===== config.mk =====
export PLATFORM = sky130hd
export DESIGN_NAME = base64_stream_codec_top
export DESIGN_NICKNAME = d
export VERILOG_FILES = /design/src/b64sc_pkg.sv /design/src/b64sc_step.sv /design/src/base64_stream_codec_top.sv
export SDC_FILE = /design/constraint.sdc
export NUM_CORES = 1
export LEC_CHECK = 0
export ABC_CLOCK_PERIOD_IN_PS = 3680
export BUFFER_PORTS_ARGS = -buffer_cell sky130_fd_sc_hd__buf_2
export CAP_MARGIN = 20
export CORE_UTILIZATION = 28
export DETAILED_ROUTE_END_ITERATION = 8
export PLACE_DENSITY = 0.45
export SLEW_MARGIN = 0
export SYNTH_ARGS = -nofsm -noshare
export SYNTH_HDL_FRONTEND = slang
export SYNTH_SLANG_ARGS = --single-unit

===== constraint.sdc =====
create_clock -name clock -period 3.68 [get_ports clock]
set_input_delay 0.552 -clock clock [delete_from_list [all_inputs] [get_ports clock]]
set_output_delay 0.552 -clock clock [all_outputs]
set_load 0.03 [all_outputs]

===== src/b64sc_pkg.sv =====
// shared types, constants and alphabet functions of the base64 stream codec
`timescale 1ns / 1ps

package b64sc_pkg;

   localparam int BufWidth     = 12;
   localparam int CntWidth     = 4;
   localparam int MaxItems     = 4;
   localparam int ItemIdxWidth = $clog2(MaxItems);
   localparam int ItemCntWidth = $clog2(MaxItems + 1);

   localparam logic [7:0] CharPad = 8'h3D;

   typedef enum logic {
      OP_DATA   = 1'b0,
      OP_FINISH = 1'b1
   } b64sc_op_type;

   typedef enum logic {
      MODE_ENCODE = 1'b0,
      MODE_DECODE = 1'b1
   } b64sc_mode_type;

   typedef struct packed {
      logic [BufWidth-1:0] buffer;
      logic [CntWidth-1:0] count;
      logic                pad_seen;
   } b64sc_state_type;

   typedef struct packed {
      logic [7:0] out_byte;
      logic       byte_valid;
      logic       last;
      logic       pad_error;
   } b64sc_item_type;

   function automatic logic [7:0] enc_char(input logic [5:0] v);
      logic [7:0] c;
      if (v < 6'd26) begin
         c = 8'h41 + {2'b00, v};
      end else if (v < 6'd52) begin
         c = 8'h61 + {2'b00, v} - 8'd26;
      end else if (v < 6'd62) begin
         c = 8'h30 + {2'b00, v} - 8'd52;
      end else if (v == 6'd62) begin
         c = 8'h2B;
      end else begin
         c = 8'h2F;
      end
      return c;
   endfunction

   // bit 6 set when the character is not in the alphabet
   function automatic logic [6:0] dec_value(input logic [7:0] c);
      logic [6:0] v;
      v = 7'h40;
      if (c >= 8'h41 && c <= 8'h5A) begin
         v = {1'b0, 6'(c - 8'h41)};
      end else if (c >= 8'h61 && c <= 8'h7A) begin
         v = {1'b0, 6'(c - 8'h61 + 8'd26)};
      end else if (c >= 8'h30 && c <= 8'h39) begin
         v = {1'b0, 6'(c - 8'h30 + 8'd52)};
      end else if (c == 8'h2B) begin
         v = 7'd62;
      end else if (c == 8'h2F) begin
         v = 7'd63;
      end
      return v;
   endfunction

   function automatic logic is_space(input logic [7:0] c);
      return (c == 8'h20) || (c >= 8'h09 && c <= 8'h0D);
   endfunction

endpackage


===== src/b64sc_step.sv =====
// one codec step: next state and the result group for one input item
`timescale 1ns / 1ps

module b64sc_step import b64sc_pkg::*; (
   input  b64sc_mode_type        mode,
   input  b64sc_state_type       state_cur,
   input  b64sc_op_type          opcode,
   input  logic [7:0]            data_byte,
   output b64sc_state_type       state_nxt,
   output b64sc_item_type        items [MaxItems],
   output logic [ItemCntWidth-1:0] n_items
);

   logic [ItemCntWidth-1:0] k;
   logic [6:0]              dv;
   logic [BufWidth-1:0]     sh_enc;
   logic [BufWidth-1:0]     sh_dec;
   logic [BufWidth-1:0]     sh_a;
   logic [BufWidth-1:0]     sh_b;
   logic [CntWidth-1:0]     cnt_enc;
   logic [CntWidth-1:0]     cnt_dec;
   logic [CntWidth-1:0]     r1;
   logic [CntWidth-1:0]     r2;
   logic [15:0]             mask;
   logic                    err;

   always_comb begin
      state_nxt = state_cur;
      k         = '0;
      for (int i = 0; i < MaxItems; i++) begin
         items[i] = '0;
      end
      dv      = dec_value(data_byte);
      sh_enc  = {state_cur.buffer[BufWidth-9:0], data_byte};
      sh_dec  = {state_cur.buffer[BufWidth-7:0], dv[5:0]};
      cnt_enc = state_cur.count + CntWidth'(8);
      cnt_dec = state_cur.count + CntWidth'(6);
      r1      = '0;
      r2      = '0;
      sh_a    = '0;
      sh_b    = '0;
      mask    = 16'(16'd1 << state_cur.count) - 16'd1;
      err     = 1'b0;

      if (opcode == OP_DATA) begin
         if (mode == MODE_ENCODE) begin
            state_nxt.buffer = sh_enc;
            state_nxt.count  = cnt_enc;
            if (cnt_enc >= CntWidth'(6)) begin
               r1 = cnt_enc - CntWidth'(6);
               sh_a = sh_enc >> r1;
               items[k[ItemIdxWidth-1:0]] = '{enc_char(sh_a[5:0]), 1'b1, 1'b0, 1'b0};
               k = k + ItemCntWidth'(1);
               state_nxt.count = r1;
               if (r1 >= CntWidth'(6)) begin
                  r2 = r1 - CntWidth'(6);
                  sh_b = sh_enc >> r2;
                  items[k[ItemIdxWidth-1:0]] = '{enc_char(sh_b[5:0]), 1'b1, 1'b0, 1'b0};
                  k = k + ItemCntWidth'(1);
                  state_nxt.count = r2;
               end
            end
         end else if (!(state_cur.pad_seen || is_space(data_byte))) begin
            if (data_byte == CharPad) begin
               state_nxt.pad_seen = 1'b1;
            end else if (!dv[6]) begin
               state_nxt.buffer = sh_dec;
               state_nxt.count  = cnt_dec;
               if (cnt_dec >= CntWidth'(8)) begin
                  r1 = cnt_dec - CntWidth'(8);
                  sh_a = sh_dec >> r1;
                  items[k[ItemIdxWidth-1:0]] = '{sh_a[7:0], 1'b1, 1'b0, 1'b0};
                  k = k + ItemCntWidth'(1);
                  state_nxt.count = r1;
               end
            end
         end
      end else begin
         if (mode == MODE_ENCODE) begin
            if (state_cur.count != '0) begin
               if (state_cur.count < CntWidth'(6)) begin
                  sh_a = state_cur.buffer << (CntWidth'(6) - state_cur.count);
               end else begin
                  sh_a = state_cur.buffer >> (state_cur.count - CntWidth'(6));
               end
               items[k[ItemIdxWidth-1:0]] = '{enc_char(sh_a[5:0]), 1'b1, 1'b0, 1'b0};
               k = k + ItemCntWidth'(1);
               items[k[ItemIdxWidth-1:0]] = '{CharPad, 1'b1, 1'b0, 1'b0};
               k = k + ItemCntWidth'(1);
               if (state_cur.count <= CntWidth'(3)) begin
                  items[k[ItemIdxWidth-1:0]] = '{CharPad, 1'b1, 1'b0, 1'b0};
                  k = k + ItemCntWidth'(1);
               end
            end
         end else begin
            err = (state_cur.count != '0) &&
                  ((state_cur.buffer & mask[BufWidth-1:0]) != '0);
         end
         items[k[ItemIdxWidth-1:0]] = '{8'h00, 1'b0, 1'b0, err};
         k = k + ItemCntWidth'(1);
         state_nxt = '0;
      end

      for (int i = 0; i < MaxItems; i++) begin
         items[i].last = (ItemCntWidth'(i) + ItemCntWidth'(1) == k);
      end
      n_items = k;
   end

endmodule


===== src/base64_stream_codec_top.sv =====
// top level of the streaming base64 encoder and decoder
`timescale 1ns / 1ps

// Streaming base64 codec, standard alphabet with '=' padding.
// req_* carries one item per transfer: a data byte (raw byte or text character)
// or a finish that flushes, checks and clears the stream state.
// rsp_* returns the result items in order; rsp_last marks the final item of an
// input, and a finish always ends with a status item (rsp_byte_valid low) whose
// rsp_pad_error reports nonzero leftover bits in decode mode.
// csr_* writes the decode_mode bit (0 encode, 1 decode); csr_ready is always
// high and writes belong between streams, with the block drained.
// The first result of an item passes the input register, the group register
// and the result register before it shows on rsp. An input item produces zero
// to four results, which leave through the single result register one per cycle
// while rsp_stall is low; the next item enters the group once the last result
// of the group moves into the result register.
// Reset clears the stream state, the mode and all pipeline valids.
// A stalled result holds its payload; the group behind it waits, and req_stall
// rises once the input register cannot move on.
module base64_stream_codec_top import b64sc_pkg::*; (
   input  logic       clock,
   input  logic       reset,
   input  logic       req_valid,
   output logic       req_stall,
   input  logic       req_opcode,
   input  logic [7:0] req_data_byte,
   output logic       rsp_valid,
   input  logic       rsp_stall,
   output logic [7:0] rsp_out_byte,
   output logic       rsp_byte_valid,
   output logic       rsp_last,
   output logic       rsp_pad_error,
   input  logic       csr_valid,
   output logic       csr_ready,
   input  logic       csr_decode_mode
);

   logic                    in_valid_ff, in_valid_in;
   b64sc_op_type            in_op_ff, in_op_in;
   logic [7:0]              in_byte_ff, in_byte_in;
   b64sc_mode_type          mode_ff, mode_in;
   b64sc_state_type         state_ff, state_in;
   b64sc_item_type          grp_item_ff [MaxItems];
   b64sc_item_type          grp_item_in [MaxItems];
   logic [ItemCntWidth-1:0] grp_cnt_ff, grp_cnt_in;
   logic                    rsp_valid_ff, rsp_valid_in;
   b64sc_item_type          rsp_item_ff, rsp_item_in;

   b64sc_state_type         step_state;
   b64sc_item_type          step_items [MaxItems];
   logic [ItemCntWidth-1:0] step_n;

   logic out_take, grp_pop, grp_free, proc, accept;

   b64sc_step u_step (
      .mode      (mode_ff),
      .state_cur (state_ff),
      .opcode    (in_op_ff),
      .data_byte (in_byte_ff),
      .state_nxt (step_state),
      .items     (step_items),
      .n_items   (step_n)
   );

   always_comb begin
      out_take  = !rsp_valid_ff || !rsp_stall;
      grp_pop   = (grp_cnt_ff != '0) && out_take;
      grp_free  = (grp_cnt_ff == '0) || ((grp_cnt_ff == ItemCntWidth'(1)) && grp_pop);
      proc      = in_valid_ff && grp_free;
      req_stall = in_valid_ff && !grp_free;
      accept    = req_valid && !req_stall;
      csr_ready = 1'b1;

      in_valid_in = in_valid_ff;
      in_op_in    = in_op_ff;
      in_byte_in  = in_byte_ff;
      if (accept) begin
         in_valid_in = 1'b1;
         in_op_in    = b64sc_op_type'(req_opcode);
         in_byte_in  = req_data_byte;
      end else if (proc) begin
         in_valid_in = 1'b0;
      end

      mode_in = mode_ff;
      if (csr_valid && csr_ready) begin
         mode_in = b64sc_mode_type'(csr_decode_mode);
      end

      state_in = state_ff;
      if (proc) begin
         state_in = step_state;
      end

      grp_item_in = grp_item_ff;
      grp_cnt_in  = grp_cnt_ff;
      if (proc) begin
         grp_item_in = step_items;
         grp_cnt_in  = step_n;
      end else if (grp_pop) begin
         for (int i = 0; i < MaxItems - 1; i++) begin
            grp_item_in[i] = grp_item_ff[i+1];
         end
         grp_cnt_in = grp_cnt_ff - ItemCntWidth'(1);
      end

      rsp_valid_in = rsp_valid_ff;
      rsp_item_in  = rsp_item_ff;
      if (out_take) begin
         rsp_valid_in = (grp_cnt_ff != '0);
         rsp_item_in  = grp_item_ff[0];
      end
   end

   always_ff @(posedge clock) begin
      if (reset) begin
         in_valid_ff  <= 1'b0;
         mode_ff      <= MODE_ENCODE;
         state_ff     <= '0;
         grp_cnt_ff   <= '0;
         rsp_valid_ff <= 1'b0;
      end else begin
         in_valid_ff  <= in_valid_in;
         mode_ff      <= mode_in;
         state_ff     <= state_in;
         grp_cnt_ff   <= grp_cnt_in;
         rsp_valid_ff <= rsp_valid_in;
      end
   end

   always_ff @(posedge clock) begin
      in_op_ff    <= in_op_in;
      in_byte_ff  <= in_byte_in;
      grp_item_ff <= grp_item_in;
      rsp_item_ff <= rsp_item_in;
   end

   assign rsp_valid      = rsp_valid_ff;
   assign rsp_out_byte   = rsp_item_ff.out_byte;
   assign rsp_byte_valid = rsp_item_ff.byte_valid;
   assign rsp_last       = rsp_item_ff.last;
   assign rsp_pad_error  = rsp_item_ff.pad_error;

endmodule


**After elaboration in Yosys (flattened, before gate mapping)**

Index checks and enable logic that the tools add are counted.

- Shift-type cells: 6
- Equality and inequality tests: 16
- Reductions and logical operators: 29
- Bitwise operators: 2
- Add/sub/neg operators: 30
- $lt $le $gt $ge: 24
- Muxes and demuxes: 68

Operators with widths:

| cell | count |
|---|---|
| $mux W33 | 5 |
| $mux W11 | 8 |
| $mux W8 | 9 |
| $mux W22 | 3 |
| $add A7 B6 Y8 const A | 6 |
| $mux W16 | 3 |
| $bwmux W44 | 1 |
| $mux W3 | 13 |
| $lt A6 B6 Y1 const B | 6 |
| $shr A12 B4 Y6 | 3 |
| $mux W7 | 5 |
| $mux W17 | 2 |
| $eq A8 B6 Y1 const B | 4 |
| $mux W6 | 4 |
| $sub A8 B5 Y8 const B | 3 |
| $sub A8 B6 Y8 const B | 3 |
| $demux W11 S2 | 1 |
| $add A6 B6 Y7 const A | 3 |
| $eq A6 B6 Y1 const B | 3 |
| $lt A6 B5 Y1 const B | 3 |
| $ge A8 B7 Y1 const B | 2 |
| $le A8 B7 Y1 const B | 2 |
| $and A12 B12 Y12 | 1 |
| $mux W4 | 3 |
| other kinds (44) | 79 |

- Flip-flop bits (word level): 87
- Input port bits: 15
- Output and inout port bits: 14

**Longest topological paths before layout**

Gate-level depths: netlist (run 1).

- Depth after elaboration: 17
- Gate-level depth with buffers: 19

**Hierarchy**

A second synthesis (run 1) with hierarchy kept.

- Cell total of the unflattened synthesis: 985
- Area, all modules: 8291.7 µm²

Modules (own cells, without submodules):

| module | cells each | area each (µm²) | sequential area each (µm²) | instances |
|---|---|---|---|---|
| b64sc_step | 699 | 5034.8 | 0.0 | 1 |
| base64_stream_codec_top | 286 | 3256.9 | 2382.3 | 1 |

**Worst setup path before layout (run 1)**

No wires, ideal clock.

- Path kind: register to register
- From: reg state_ff[3] (netlist bit)
- To: reg grp_item_ff[37] (netlist bit), data pin
- Path buffers: 6
- Arrival time: 3.536 ns
- Setup slack: -0.129 ns
- Period minus slack after synthesis: 3.809 ns
- Data required time: 3.407 ns
- Library setup time: 0.273 ns
- Cell stages (with the launch flop): 20
- Path through: dfxtp_1 clkbuf_1 inv_1 ha_1 buf_2 buf_4 buf_6 buf_2 mux2i_1 a32oi_1 inv_1 ha_1 nand2_1 a211o_1 nand3_1 buf_4 mux2i_1 a21oi_1 a211oi_1 a21oi_1

RTL lines:

| item | line | text |
|---|---|---|
| start: declaration | base64_stream_codec_top.sv:42 | `b64sc_state_type state_ff, state_in;` |
| start signal: assignment | base64_stream_codec_top.sv:125 | `state_ff <= state_in;` |
| end signal: assignment | base64_stream_codec_top.sv:134 | `grp_item_ff <= grp_item_in;` |
| end: declaration | base64_stream_codec_top.sv:43 | `b64sc_item_type grp_item_ff [MaxItems];` |

==> flow_metrics.py, run 1 <==
metrics = {
    "placed_design": {
        "hpwl_mm": 15.0,
        "place_area_um2": 7230,
        "port_buffers": 27,
        "gp_congestion": 0.891,
    },
    "clocking": {
        "clkLatencyLatePin_ps": 350,
        "clock-sinks": 69,
        "ctsHoldBuffers": 0,
        "cts_inserted_buffers": 9,
        "clockBufferDepth": 2,
        "cts_root_buffer": "clkbuf_16",
        "cts_tree": "built",
        "htreeDepth": 3,
        "cts.reportedPaths.clkPinSlew_ps": 70,
    },
    "die": {
        "io_pins": 29,
        "die_h_um": 155,
        "die_w_um": 155,
        "core_area_um2": 22800,
        "fp.dieArea_um2": 24100,
        "rows": 55,
        "start_util_pct": 28.8,
    },
    "power": {
        "ir_drop_mv": 0.260,
        "power_density_nw_per_um2": 625,
        "leakagePower_nw": 2.89,
    },
    "drt": {
        "routed_wl_mm": 19.6,
        "detail_route.wl_per_cell_um": 17.5,
        "detail-route-antenna-nets": 0,
        "first_pass_iters": 4,
        "post_drt_via_cell_ratio": 5.23,
        "first_iter_violations": 374,
        "vias": 5858,
        "drc": 0,
    },
    "global_route": {
        "overflow": 0,
        "grtUsageTotal_pct": 16.4,
        "antenna_found_initial": 0,
        "grt_pass1_vias": 5490,
        "grt_pass1_wl_mm": 30.8,
        "grt_max_degree": 42,
    },
    "synth": {
        "synthFlopType": "edfxtp_1",
        "ys_seq_area_share_pct": 28.1,
        "synth_area_um2": 6580,
        "yosys.cell_types.count": 88,
        "syn-instance-count": 766,
        "synth.avg_cell_area_um2": 8.59,
        "ys_seq_elements": 69,
        "synth_edf_count": 47,
        "yosys_warnings": 0,
        "async_flop_share_pct": 0,
    },
    "setup_path": {
        "crit_type": "flop to flop",
        "crit_chain": "ha_1 > ha_1 > buf_4 > nor4bb_1 > a21oi_1 > o21a_2 > inv_1 > ha_1 > nand2_1 > a211o_1 > a41oi_1 > o21ai_1 > a221o_1 > a41oi_1",
        "crit_slowest_cell": "dfxtp_1",
        "cpMostUsedCell": "ha_1",
        "critPathMaxStageDelay_ps": 360,
        "startpoint_type": "flop",
        "worst_ep_required_time_ps": 3860,
        "arrival_ps": 3680,
        "crit_fanout": 13,
        "cp-end-kind": "flop",
        "critPathBufInv": 2,
        "cp_top_family": "compound AO/OA/AOI/OAI gates",
    },
    "timing": {
        "slew-limit-headroom_pct": 37.9,
        "finClkSkew_ps": 11.4,
        "min_period_ps": 3500,
        "max_slew.worst_pin.slew_ps": 931,
        "fmax_mhz": 286,
        "hold_viol_final": 0,
        "setup-tns-final_ps": 0,
        "setup_violations": 0,
        "maxSlewViolCount": 0,
        "period_share_pct": 95.1,
        "rsz0062_at_grt": "true",
    },
    "finish": {
        "syn_to_final_growth_pct": 15.2,
        "design_area_um2": 7580,
        "n_antenna_cell": 0,
        "fin_nets": 871,
        "drive_gt1_share_pct": 17.5,
        "num-fill-cells": 2439,
    },
    "run_status": {
        "status": "completed",
    },
    "flow_run": {
        "drv_cap": 0,
    },
    "min_path": {
        "hold_path.class": "primary input to flop",
    },
}
[per-stage QoR]
step	util (%)	worst slack (ps)	hold WS, ps	power (W)	instances
floorplan	-	54.6	400	0.00311	767
detailed placement	31.7	44.8	407	0.00380	1102
global placement	31.7	110	401	0.00383	1102
CTS	33.0	27.4	365	0.00474	1118
global route	33.2	-17.2	367	0.00508	1120
finish	33.2	180	380	0.00474	1120
[sequential cells by signal, indices dropped and copies added, names as in the netlist]
register / count
rsp_out_byte: 8
in_op_ff: 1
grp_item_ff: 27
rsp_pad_error: 1
state_ff: 16
rsp_byte_valid: 1
in_valid_ff: 1
in_byte_ff: 8
mode_ff: 1
rsp_last: 1
rsp_valid: 1
grp_cnt_ff: 3
[path summary, 6_finish.rpt]
kind,from,end,slack (ps),cells after the start
worst max register to register,state_ff[3],grp_item_ff[39],180,14
worst max-delay path,state_ff[3],grp_item_ff[39],180,14
worst min register to register,grp_item_ff[37],rsp_out_byte[1],410,0
worst min-delay path,req_data_byte[1],in_byte_ff[1],380,1
[area by class of cell]
cell class	instances	area, um^2	share of cell area (%)
Inverter	45	169	2.23
Multi-Input combinational cell	602	4360	57.4
Clock inverter	7	82.6	1.09
Sequential cell	69	1850	24.4
Tap cell	313	392	5.16
Timing Repair Buffer	75	508	6.70
Clock buffer	9	225	2.97
[where the power goes]
| group | internal (W) | total, W | switching (W) | leakage (nW) |
|---|---|---|---|---|
| combinational | 0.000939 | 0.00246 | 0.00152 | 2.09 |
| sequential | 0.00122 | 0.00137 | 0.000149 | 0.655 |
| clock | 0.000535 | 0.000914 | 0.000378 | 0.145 |
| total | 0.00270 | 0.00474 | 0.00205 | 2.89 |
[what timing repair did]
| action | CTS | global route |
|---|---|---|
| buffers inserted | 0 | 2 |
| gates resized for setup | 0 | 5 |
| setup endpoints to repair | 0 | 9 |
[cells by family (layout without fill, tap and decap cells)]
| family | Yosys count | count (layout) | share of synthesized area (%) |
|---|---|---|---|
| AND/OR/NAND/NOR | 263 | 263 | 20.5 |
| AO/OA/AOI/OAI | 221 | 221 | 22.9 |
| buffers and inverters | 96 | 136 | 6.33 |
| flip-flops | 69 | 69 | 28.1 |
| adder cells (fa/ha/maj) | 54 | 54 | 10.3 |
| multiplexers | 44 | 44 | 9.41 |
| XOR/XNOR | 18 | 18 | 2.39 |
| other | 1 | 2 | 0.0570 |
[metal layers]
layer	routed length, um	GRT usage [%]	vias to the layer above
met4	512	6.21	0
met5	0	0	-
met1	9490	23.1	2769
li1	-	-	2905
met3	723	2.23	30
met2	8860	25.5	154
[cell usage after synthesis (all sizes together) (4+ instances only)]
cell type  number  area, um^2
or3             7        48.8
a22oi          10        93.8
dfxtp          22         440
nand2b         12        85.1
mux4           12         274
clkbuf         26        97.6
a31oi          17         106
and3b           4        35.0
a22o            5        43.8
mux2i          25         267
mux2            7        78.8
a2111oi         6        58.8
ha             54         676
and2            6        37.5
nor4            5        31.3
o21ai          43         215
xnor2          14         123
o211ai          9        67.6
nand4           4        25.0
or2             7        43.8
nand3          19        95.1
a211oi         15         130
and3           10        67.6
a211o           4        36.3
nor2           58         218
buf            25         150
a41oi           4        42.6
edfxtp         47        1410
a32oi           5        51.3
a21o            9        67.6
nand3b          8        60.1
nor3           27         145
a21oi          62         318
xor2            4        35.0
inv            43         161
nor2b          19         119
nand2          67         251
[cell usage in the layout (no fill, tap or decap), drive strengths merged, types with 6 or more instances in the layout]
cell	n
buf	75
nand2	67
a21oi	62
nor2	58
ha	54
edfxtp	47
inv	46
o21ai	43
nor3	27
mux2i	25
dfxtp	22
nor2b	19
nand3	19
a31oi	17
a211oi	15
xnor2	14
mux4	12
nand2b	12
and3	10
a22oi	10
a21o	9
o211ai	9
clkbuf	9
nand3b	8
mux2	7
or3	7
or2	7
and2	6
a2111oi	6
Note: power is estimated with default switching activity, not from simulation.
==> inputs of run 2 (changes only) <==
- ABC_CLOCK_PERIOD_IN_PS: 3680 -> 4400
- PLACE_DENSITY: 0.45 -> 0.44
- clock period: 3.68 -> 4.4 ns (I/O delays scaled with it)
==> flow_metrics.py, run 2 (synthesized netlist as in run 1, its figures left out) <==
metrics = {
    "drt": {
        "first_pass_iters": 5,
        "vias": 5791,
        "routed_wl_mm": 19.5,
        "detail-route-antenna-nets": 0,
        "post_drt_via_cell_ratio": 5.25,
        "first_iter_violations": 403,
        "drc": 0,
        "detail_route.wl_per_cell_um": 17.7,
    },
    "finish": {
        "drive_gt1_share_pct": 14.8,
        "top_register": "grp_item_ff",
        "layout_commonest_cell": "nand2_1",
        "design_area_um2": 7400,
        "largestRegisters": "grp_item_ff (27), state_ff (16)",
        "syn_to_final_growth_pct": 12.4,
        "n_antenna_cell": 0,
        "num-fill-cells": 2436,
        "final_cell_mix": "nand2_1, a21oi_1, nor2_1, ha_1, edfxtp_1",
        "largest_reg_flops": 27,
        "fin_nets": 853,
    },
    "die": {
        "die_h_um": 155,
        "io_pins": 29,
        "start_util_pct": 28.8,
        "die_w_um": 155,
        "core_area_um2": 22800,
        "rows": 55,
        "fp.dieArea_um2": 24100,
    },
    "timing": {
        "fmax_mhz": 254,
        "slew-limit-headroom_pct": 46.3,
        "maxSlewViolCount": 0,
        "setup_violations": 0,
        "max_slew.worst_pin.slew_ps": 798,
        "setup-tns-final_ps": 0,
        "period_share_pct": 89.6,
        "hold_viol_final": 0,
        "layout_setup_ws_ps": 457,
        "rsz0062_at_grt": "false",
        "min_period_ps": 3940,
        "finClkSkew_ps": 11.3,
    },
    "clocking": {
        "clkLatencyLatePin_ps": 340,
        "htreeDepth": 3,
        "ctsResizeCount": 0,
        "cts_root_buffer": "clkbuf_16",
        "ctsHoldBuffers": 0,
        "cts_tree": "built",
        "cts_inserted_buffers": 9,
        "clockBufferDepth": 2,
        "post-cts-setup-buffers": 0,
        "cts.reportedPaths.clkPinSlew_ps": 60,
        "clock-sinks": 69,
    },
    "global_route": {
        "grt_max_degree": 52,
        "grt_pass1_vias": 5406,
        "grtUsageTotal_pct": 16.6,
        "grt_pass1_wl_mm": 31.1,
        "antenna_found_initial": 0,
        "overflow": 0,
    },
    "run_status": {
        "status": "completed",
    },
    "setup_path": {
        "startpoint_type": "flop",
        "crit_type": "flop to flop",
        "cp-end-kind": "flop",
        "worst_ep_required_time_ps": 4470,
        "arrival_ps": 4010,
        "crit_fanout": 16,
    },
    "min_path": {
        "hold_path.class": "flop to flop",
    },
    "placed_design": {
        "port_buffers": 27,
        "place_area_um2": 7100,
        "dp_slack_ps": 485,
        "gp_congestion": 0.910,
        "hpwl_mm": 14.7,
    },
    "power": {
        "power_density_nw_per_um2": 524,
        "leakagePower_nw": 2.79,
        "ir_drop_mv": 0.227,
    },
    "flow_run": {
        "drv_cap": 0,
    },
}
[run 2: changes by cell type in the layout (fill, tap and decap cells not counted), sizes merged]
cell and delta:
buf -18, clkinv +3, inv -3, clkbuf +1, clkinvlp -1
[run 2: final timing paths]
path | from | endpoint | cells past startpoint | slack, ps
hold reg to reg | grp_item_ff[39] | rsp_out_byte[3] | 0 | 420
hold / removal | grp_item_ff[39] | rsp_out_byte[3] | 0 | 420
setup / recovery | state_ff[2] | grp_item_ff[27] | 14 | 460
setup reg to reg | state_ff[2] | grp_item_ff[27] | 14 | 460
[run 2: metal layers]
layer  GRT usage (%)  vias to the layer above  share of wire [%]
li1                -                     2860                  -
met1            23.4                     2768                 50
met2            26.6                      138                 45
met3            2.14                       25                3.1
met4            4.25                        0                1.7
met5               0                        -                  0
[run 2: metrics by stage]
| step | util (%) | power (W) | std cells | hold WS [ps] |
|---|---|---|---|---|
| after floorplan | - | 0.00260 | 767 | 400 |
| final | 32.4 | 0.00388 | 1102 | 421 |
| after CTS | 32.4 | 0.00392 | 1102 | 422 |
| after detailed placement | 31.1 | 0.00317 | 1086 | 406 |
| after global placement | 31.1 | 0.00320 | 1086 | 402 |
| after global routing | 32.4 | 0.00417 | 1102 | 429 |
[run 2: final cells by class]
cell class	instances	area, um^2	area share, %
clock buffers	10	229	3.09
clock inverters	6	65.1	0.879
inverters	45	169	2.28
multi-input cells	602	4320	58.4
flip-flops and latches	69	1850	25.0
well taps	313	392	5.29
repair buffers	57	373	5.04
[run 2: worst max-delay path: stages, from the launching register on]
cell and delay [ps]:
dfxtp_2 340, ha_1 200, ha_1 580, clkinv_1 220
ha_1 490, and4b_1 260, a21oi_2 50, inv_1 80
ha_1 310, a21oi_1 80, o21ai_1 450, buf_4 260
a21oi_1 70, a211oi_1 170, o31ai_1 100
[run 2: power by group]
| group | switching (W) | internal (W) |
|---|---|---|
| Sequential | 0.000118 | 0.00102 |
| Clock | 0.000289 | 0.000439 |
| Combinational | 0.00127 | 0.000739 |
| Total | 0.00168 | 0.00220 |
==> inputs of run 3 (changes only) <==
- ABC_AREA: default -> 1
==> flow_metrics.py, run 3 <==
metrics = {
    "run_status": {
        "status": "completed",
    },
    "timing": {
        "finClkSkew_ps": 11.0,
        "max_slew.worst_pin.slew_ps": 834,
        "min_period_ps": 3890,
        "rsz0062_at_grt": "false",
        "setup-tns-final_ps": 0,
        "layout_setup_ws_ps": 514,
        "maxSlewViolCount": 0,
        "hold_viol_final": 0,
        "setup_violations": 0,
        "period_share_pct": 88.3,
        "hold_slack_ps": 418,
        "slew-limit-headroom_pct": 44.2,
        "fmax_mhz": 257,
    },
    "drt": {
        "wl_met1_mm": 10.7,
        "routed_wl_mm": 21.4,
        "top_layer": "met4",
        "drc": 0,
        "met2_length_mm": 9.63,
        "wl_met3_um": 839,
        "first_pass_iters": 6,
        "first_iter_violations": 637,
        "vias": 6384,
        "post_drt_via_cell_ratio": 4.87,
        "detail-route-antenna-nets": 0,
        "detail_route.wl_per_cell_um": 16.3,
    },
    "setup_path": {
        "critPathBufInv": 5,
        "startpoint_type": "flop",
        "crit_slowest_cell": "dfxtp_1",
        "r2r-start": "state_ff[3]",
        "setup.reg_to_reg.worst_slack_ps": 510,
        "arrival_ps": 3970,
        "crit_chain": "inv_1 > ha_1 > buf_4 > nor2_2 > inv_1 > o21ai_1 > ha_1 > inv_1 > nor2_1 > inv_1 > o21ai_0 > nand2_1 > nand3_1 > o21ai_0 > a21oi_1 > a21oi_1",
        "cp_top_family": "simple AND/OR/NAND/NOR gates",
        "rr_worst_depth": 16,
        "cpMostUsedCell": "inv_1",
        "worst_ep_required_time_ps": 4490,
        "cp-end-kind": "flop",
        "crit_start": "state_ff[3]",
        "crit_fanout": 16,
        "r2r_end": "grp_item_ff[42]",
        "crit_type": "flop to flop",
        "critPathMaxStageDelay_ps": 550,
    },
    "die": {
        "core_area_um2": 22800,
        "die_w_um": 155,
        "fp.dieArea_um2": 24000,
        "rows": 55,
        "start_util_pct": 28.8,
        "die_h_um": 155,
        "io_pins": 29,
    },
    "flow_run": {
        "drv_cap": 0,
    },
    "clocking": {
        "clock-sinks": 69,
        "ctsHoldBuffers": 0,
        "ctsResizeCount": 0,
        "clkLatencyLatePin_ps": 350,
        "clockBufferDepth": 2,
        "cts_inserted_buffers": 9,
        "cts_root_buffer": "clkbuf_16",
        "cts_tree": "built",
        "htreeDepth": 3,
        "post-cts-setup-buffers": 0,
        "cts.reportedPaths.clkPinSlew_ps": 60,
    },
    "synth": {
        "synth_compound_area_share_pct": 13.8,
        "synth.top_cell.area_share_pct": 21.5,
        "synthSimpleGateAreaFrac_pct": 35.4,
        "ys_seq_elements": 69,
        "synth_xor_area_share_pct": 2.54,
        "synth_top_family_by_area": "simple AND/OR/NAND/NOR gates",
        "yosys.cell_types.count": 47,
        "yosysTopAreaCell": "edfxtp_1",
        "synthMuxAreaShare_pct": 0,
        "async_flop_share_pct": 0,
        "synthFlopType": "edfxtp_1",
        "synth.area.top_cells": "edfxtp_1, nand2_1, ha_1",
        "synthMostInstantiatedCell": "nand2_1",
        "syn-instance-count": 972,
        "synthTopCellsByCount": "nand2_1, nand3_1, inv_1, nor2_1, o21ai_0",
        "synth_area_um2": 6560,
        "yosys_warnings": 0,
        "synth.avg_cell_area_um2": 6.75,
        "synth_fa_ha_area_share_pct": 10.3,
        "synth_edf_count": 47,
        "ys_seq_area_share_pct": 28.2,
    },
    "placed_design": {
        "dp_slack_ps": 594,
        "gp_congestion": 0.868,
        "port_buffers": 27,
        "hpwl_mm": 16.7,
    },
    "finish": {
        "multi_input_area_um2": 4090,
        "drive_gt1_share_pct": 12.6,
        "final-seq-area_um2": 1850,
        "largest_reg_flops": 27,
        "n_antenna_cell": 0,
        "layout_commonest_cell": "nand2_1",
        "num-fill-cells": 2501,
        "syn_to_final_growth_pct": 11.5,
        "largestRegisters": "grp_item_ff (27), state_ff (16)",
        "top_register": "grp_item_ff",
        "final_cell_mix": "nand2_1, nand3_1, inv_1, nor2_1, o21ai_0",
        "fin_nets": 1063,
    },
    "global_route": {
        "antenna_found_initial": 0,
        "grt_pass1_wl_mm": 34.3,
        "grtUsageTotal_pct": 18.4,
        "grt_max_degree": 29,
        "grt_pass1_vias": 6086,
        "overflow": 0,
    },
    "min_path": {
        "whs_path_depth": 0,
        "hold_path.startpoint": "grp_item_ff[43]",
        "hold_path_end": "rsp_out_byte[7]",
        "hold_path.class": "flop to flop",
    },
    "power": {
        "ir_drop_mv": 0.223,
        "power_density_nw_per_um2": 618,
        "leakagePower_nw": 3.39,
    },
}
-- run 3: changes by cell type in the layout (fill, tap and decap cells not counted), moves of 19 or more --
| cell | before | now |
|---|---|---|
| nor2b_1 | 19 | 0 |
| buf_4 | 29 | 10 |
| o21ai_0 | 35 | 55 |
| mux2i_1 | 23 | 0 |
| nand2_1 | 67 | 267 |
| nand3_1 | 19 | 109 |
| inv_2 | 3 | 22 |
| inv_1 | 40 | 101 |
-- run 3: area by class of cell --
type                            instances  area share, %
Clock inverter                          7           1.01
Multi-Input combinational cell        751           55.9
Tap cell                              313           5.36
Timing Repair Buffer                   37           2.87
Clock buffer                            9           3.08
Sequential cell                        69           25.3
Inverter                              126           6.50
-- run 3: through the flow --
stage,total power (W),area [um^2],util [%],cells
global route,0.00491,7310,32.1,1312
detailed placement,0.00376,7010,30.8,1296
floorplan,0.00305,6570,-,973
global placement,0.00381,7010,30.8,1296
CTS,0.00453,7310,32.1,1312
finish,0.00452,7310,32.1,1312
-- run 3: where the power goes --
part           switching, W  internal [W]
registers          0.000159       0.00104
clock network      0.000309      0.000441
logic               0.00181      0.000763
-- run 3: cell families (layout without fill, tap and decap cells) --
group / count (synthesis) / count (layout)
DFF: 69 / 69
other: 1 / 2
adders and majority gates: 54 / 54
xor gates and xnor gates: 19 / 19
buffers and inverters: 153 / 179
and+or+nand+nor: 517 / 517
AOI/OAI and AO/OA: 159 / 159
-- run 3: worst reg2reg max path: cells and delay by family, from the launching register on --
kind                     cells  cell delay [ps]
buffers and inverters        5              800
adder cells (fa/ha/maj)      2              610
AO/OA/AOI/OAI                5              770
AND/OR/NAND/NOR              4              900
flip-flops                   1              550
-- run 3: worst max-delay path by stage --
stage	endpoint	slack, ps	cells after the start
global placement	grp_item_ff[36]	610	16
detailed placement	grp_item_ff[42]	590	16
global route	grp_item_ff[42]	100	16
floorplan	grp_item_ff[36]	1210	19
CTS	grp_item_ff[42]	580	16
finish	grp_item_ff[42]	510	16
-- run 3: routing by layer --
metal	track usage, %	up-vias
li1	-	3270
met1	25.9	2936
met2	29.4	156
met3	2.51	22
met4	5.09	0
met5	0	-
